## src/rtl/mfd_pkg.sv

```systemverilog
// ----------------------------------------------------------------------------
// mfd_pkg
// Shared types and constants of the modulated feedback delay: register
// indexes, controller states and the command and status bundles.
// ----------------------------------------------------------------------------
package mfd_pkg;

    localparam int CFG_IDX_W  = 3;
    localparam int CFG_DATA_W = 32;
    localparam int SAMPLE_W   = 24;

    localparam logic [CFG_IDX_W-1:0] CFG_BASE_DELAY    = 3'd0;
    localparam logic [CFG_IDX_W-1:0] CFG_MOD_DEPTH     = 3'd1;
    localparam logic [CFG_IDX_W-1:0] CFG_FEEDBACK_GAIN = 3'd2;
    localparam logic [CFG_IDX_W-1:0] CFG_WET_GAIN      = 3'd3;
    localparam logic [CFG_IDX_W-1:0] CFG_PHASE_STEP    = 3'd4;

    localparam logic [22:0] BASE_DELAY_RESET = 23'd256;

    typedef enum logic [9:0] {
        ST_IDLE   = 10'b00_0000_0001,
        ST_SINE   = 10'b00_0000_0010,
        ST_MOD    = 10'b00_0000_0100,
        ST_DELAY  = 10'b00_0000_1000,
        ST_ADDR   = 10'b00_0001_0000,
        ST_READ   = 10'b00_0010_0000,
        ST_INTERP = 10'b00_0100_0000,
        ST_MIX    = 10'b00_1000_0000,
        ST_GAIN   = 10'b01_0000_0000,
        ST_WRITE  = 10'b10_0000_0000
    } t_state;

    typedef struct packed {
        logic accept;
        logic sine_en;
        logic mod_en;
        logic delay_en;
        logic addr_en;
        logic read_en;
        logic interp_en;
        logic mix_en;
        logic gain_en;
        logic commit;
    } t_cmd;

    typedef struct packed {
        logic wet_zero;
        logic out_free;
    } t_status;

endpackage

```

## src/rtl/mfd_ctrl.sv

```systemverilog
// ----------------------------------------------------------------------------
// mfd_ctrl
// Modulated feedback delay sequencer: walks a sample through the datapath
// steps, or at zero wet gain straight to commit; commit waits for a free output.
// ----------------------------------------------------------------------------
module mfd_ctrl (
    input  logic              i_clk,
    input  logic              i_rst_n,
    input  logic              i_in_valid,
    input  mfd_pkg::t_status  i_status,
    output logic              o_in_ready,
    output mfd_pkg::t_cmd     o_cmd
);

    mfd_pkg::t_state r_state;
    mfd_pkg::t_state n_state;

    always_ff @(posedge i_clk) begin
        if (!i_rst_n) begin
            r_state <= mfd_pkg::ST_IDLE;
        end else begin
            r_state <= n_state;
        end
    end

    always_comb begin
        n_state = r_state;
        o_cmd   = '0;
        case (r_state)
            mfd_pkg::ST_IDLE: begin
                o_cmd.accept = i_in_valid;
                if (i_in_valid) begin
                    n_state = i_status.wet_zero ? mfd_pkg::ST_WRITE : mfd_pkg::ST_SINE;
                end
            end
            mfd_pkg::ST_SINE: begin
                o_cmd.sine_en = 1'b1;
                n_state       = mfd_pkg::ST_MOD;
            end
            mfd_pkg::ST_MOD: begin
                o_cmd.mod_en = 1'b1;
                n_state      = mfd_pkg::ST_DELAY;
            end
            mfd_pkg::ST_DELAY: begin
                o_cmd.delay_en = 1'b1;
                n_state        = mfd_pkg::ST_ADDR;
            end
            mfd_pkg::ST_ADDR: begin
                o_cmd.addr_en = 1'b1;
                n_state       = mfd_pkg::ST_READ;
            end
            mfd_pkg::ST_READ: begin
                o_cmd.read_en = 1'b1;
                n_state       = mfd_pkg::ST_INTERP;
            end
            mfd_pkg::ST_INTERP: begin
                o_cmd.interp_en = 1'b1;
                n_state         = mfd_pkg::ST_MIX;
            end
            mfd_pkg::ST_MIX: begin
                o_cmd.mix_en = 1'b1;
                n_state      = mfd_pkg::ST_GAIN;
            end
            mfd_pkg::ST_GAIN: begin
                o_cmd.gain_en = 1'b1;
                n_state       = mfd_pkg::ST_WRITE;
            end
            mfd_pkg::ST_WRITE: begin
                // hold until the output register can take the result
                o_cmd.commit = i_status.out_free;
                if (i_status.out_free) begin
                    n_state = mfd_pkg::ST_IDLE;
                end
            end
            default: begin
                n_state = mfd_pkg::ST_IDLE;
            end
        endcase
    end

    assign o_in_ready = (r_state == mfd_pkg::ST_IDLE);

endmodule

```

## config.mk

```make
export PLATFORM = sky130hd
export DESIGN_NAME = mfd_ctrl
export DESIGN_NICKNAME = d
export VERILOG_FILES = /design/src/rtl/mfd_pkg.sv /design/src/rtl/mfd_ctrl.sv
export SDC_FILE = /design/constraint.sdc
export NUM_CORES = 1
export LEC_CHECK = 0
export BUFFER_PORTS_ARGS = -buffer_cell sky130_fd_sc_hd__buf_2
export CAP_MARGIN = 25
export CORE_AREA = 2 2 39 41
export CTS_BUF_LIST = sky130_fd_sc_hd__clkbuf_8
export DETAILED_ROUTE_END_ITERATION = 12
export DIE_AREA = 0 0 41 43
export GPL_TIMING_DRIVEN = 0
export PLACE_DENSITY = 0.73
export SLEW_MARGIN = 5
export SYNTH_ARGS = -nofsm -noshare
export SYNTH_HDL_FRONTEND = slang
export SYNTH_SLANG_ARGS = --single-unit
```

## constraint.sdc

```tcl
create_clock -name i_clk -period 5.3 [get_ports i_clk]
set_input_delay 1.325 -clock i_clk [delete_from_list [all_inputs] [get_ports i_clk]]
set_output_delay 1.325 -clock i_clk [all_outputs]
set_load 0.01 [all_outputs]
```

==> flow_summary.ini <==
[floorplanning]
num_io_pins = 16
floorplan.rows = 14
fp.dieW_um = 41
initial_utilization = 0.4024
floorplan.die.height_um = 43
core_um2 = 1384
design.die.area_um2 = 1763

[synth]
yosysTopAreaCell = dfxtp_1
ys.flop_type = dfxtp_1
ys.warnings.count = 0
synth_top_area_share = 0.3596
synth_cell_type_count = 31
synth_enable_flop_cells = 0
synth_area_per_cell_um2 = 8.436
seq_area_frac_synth = 0.3596
synth_seq_cells = 10
syn_nets = 71
syn_area_um2 = 556.8
synth_area_leaders = dfxtp_1, nor2_1, or3_4, o211a_1, o21ai_0
syn_inst = 66
async_reset_ff_frac = 0

[route]
drcViolationCount = 0
routedWlPerCell_um = 11.05
vias = 529
ant_nets = 0
route.final.wire_length_mm = 1.105
drt-vias-per-instance = 5.290
drt-initial-drc-count = 3
drt_pass1_iterations = 2

[clocking]
max-clock-path-buffers = 2
tritoncts_num_sinks = 10
clock_insertion_delay_worst_skew_ns = 0.23
tritoncts = yes
hold_buffer_count_at_cts = 0
path_clk_slew_ns = 0.04
post_cts.repair.setup_buffers = 0
tritoncts.num_buffers = 3
cts_resized = 0
ctsHtreeMaxLevel = 1
cts_root_buf = clkbuf_8

[placed_design]
gp_congestion = 0.8053
post-dp-hpwl_um = 850.9
place.detailed.instances = 97
io_buffer_count = 15

[final_layout]
regMostFlops = r_state
multiInputGateArea_um2 = 330.3
finish.net_count = 91
top_regs = r_state (10)
finalNonFillerCells = 100
utilization = 0.5009
mostFrequentLayoutCell = buf_2
fillCellCount = 136
n_antenna_cell = 0
final_cell_mix = buf_2, dfxtp_1, nor2_1
ff_latch_area_um2 = 200.2
signed_area_change_from_the_synthesized_netlist_to_the_final_layout_pct = 24.49
drive_gt1_frac = 0.3333
largest_register_ff_count = 10

[flow_run]
max_cap_violations = 0

[critical_path]
worst_setup_path_startpoint = r_state[5]
ws_path_type = reg2out
critical_path.reg2reg.startpoint = r_state[5]
crit_fanout = 8
crit_path_arrival_time_ns = 1.87
setup.reg_to_reg.worst_slack_ns = 3.56
end_kind = primary output
worst-endpoint-required_ns = 3.97
worst_setup_path_start_kind = register

[power]
static-leakage-power_uw = 0.0003561
p_per_area_nw_per_um2 = 274.8
vdd_ir_drop_max_mv = 0.1585
totalPowerFinal_uw = 190.5

[grt]
grt_pass1_vias = 432
track_usage = 0.1492
grt_first_pass_wirelength_mm = 1.711
grt_antenna_before_repair = 0
grt-ovfl-total = 0
maximum_number_of_pins_on_one_net_before_global_route_repair = 9

[timing]
slew_viol_final = 0
max_freq_ghz = 0.3127
final.min_clock_period_ns = 3.197
grt_setup_unrepaired = no
hold_viol = 0
clock_skew_ns = 0.001181
setup_total_negative_slack_ns = 0
layout_worst_path_cycle_share = 0.6033
slew_headroom = 0.7071
setup_viol_count_final = 0
worstMarginPinSlew_ns = 0.4360

[min_path]
startpoint_of_the_tightest_hold_check_path = r_state[6]
hold_path_class = reg2reg

[status]
result_of_the_run = complete, no violations
[layout make-up]
class | count | area share
clock buffers | 3 | 0.05957
well taps | 16 | 0.02888
repair buffers | 15 | 0.1083
multi-input cells | 49 | 0.4765
inverters | 6 | 0.03249
flip-flops and latches | 10 | 0.2888
plain buffers | 1 | 0.005415
[through the flow]
step           instance area, um2  hold WS, ns  worst slack [ns]
2_1_floorplan               556.8       0.5084             2.324
3_3_place_gp                651.9       0.5320             2.233
3_5_place_dp                651.9       0.5467             2.226
4_1_cts                     693.2       0.5504             2.098
5_1_grt                     693.2       0.5950             1.937
6_report                    693.2       0.5487             2.103
[path summary, 6_finish.rpt]
path | end | cells past startpoint
worst max register to register | r_state[6] | 5
worst min-delay path | r_state[7] | 2
worst max-delay path | o_cmd[7] | 6
worst min register to register | r_state[7] | 2
[critical path, cell delays in order, from the launching register on]
cell      delay [ns]
dfxtp_1         0.29
clkbuf_1        0.17
or3_4           0.42
nor3_1          0.40
nand3_1         0.17
inv_1           0.07
buf_2           0.12
[power by group]
group          switching, uW  total [uW]  internal (uW)
clock                   26.7        76.2           49.5
combinational           17.6        33.8           16.3
sequential              2.55        80.5           78.0
total                   46.8         191            144
[layer usage]
metal  vias to the layer above  part of all wire  global-route usage
met5                         -                 0                   0
met4                         0             0.025             0.08000
met3                         4             0.052             0.07853
met2                        10              0.47              0.2094
met1                       236              0.45              0.1759
li1                        279                 -                   -
[logic make-up (layout without fill, tap and decap cells)]
| kind of cell | Yosys count | after routing | synth area share |
|---|---|---|---|
| XOR/XNOR | 2 | 2 | 0.03147 |
| AO/OA/AOI/OAI | 11 | 11 | 0.1438 |
| AND/OR/NAND/NOR | 36 | 36 | 0.4180 |
| flip-flops | 10 | 10 | 0.3595 |
| buffers and inverters | 7 | 25 | 0.04718 |
[synth_stat cells, types with 2 or more instances]
master and count:
xor2_1 2, nand2_1 2, nor3_1 3, or3_4 2
dfxtp_1 10, nor4_1 2, nand3_1 2, nor2_1 8
o211a_1 2, nand2b_1 3, and3_1 2, and4_1 2
o21ai_0 4, inv_1 5
(Power assumes the default switching activity.)
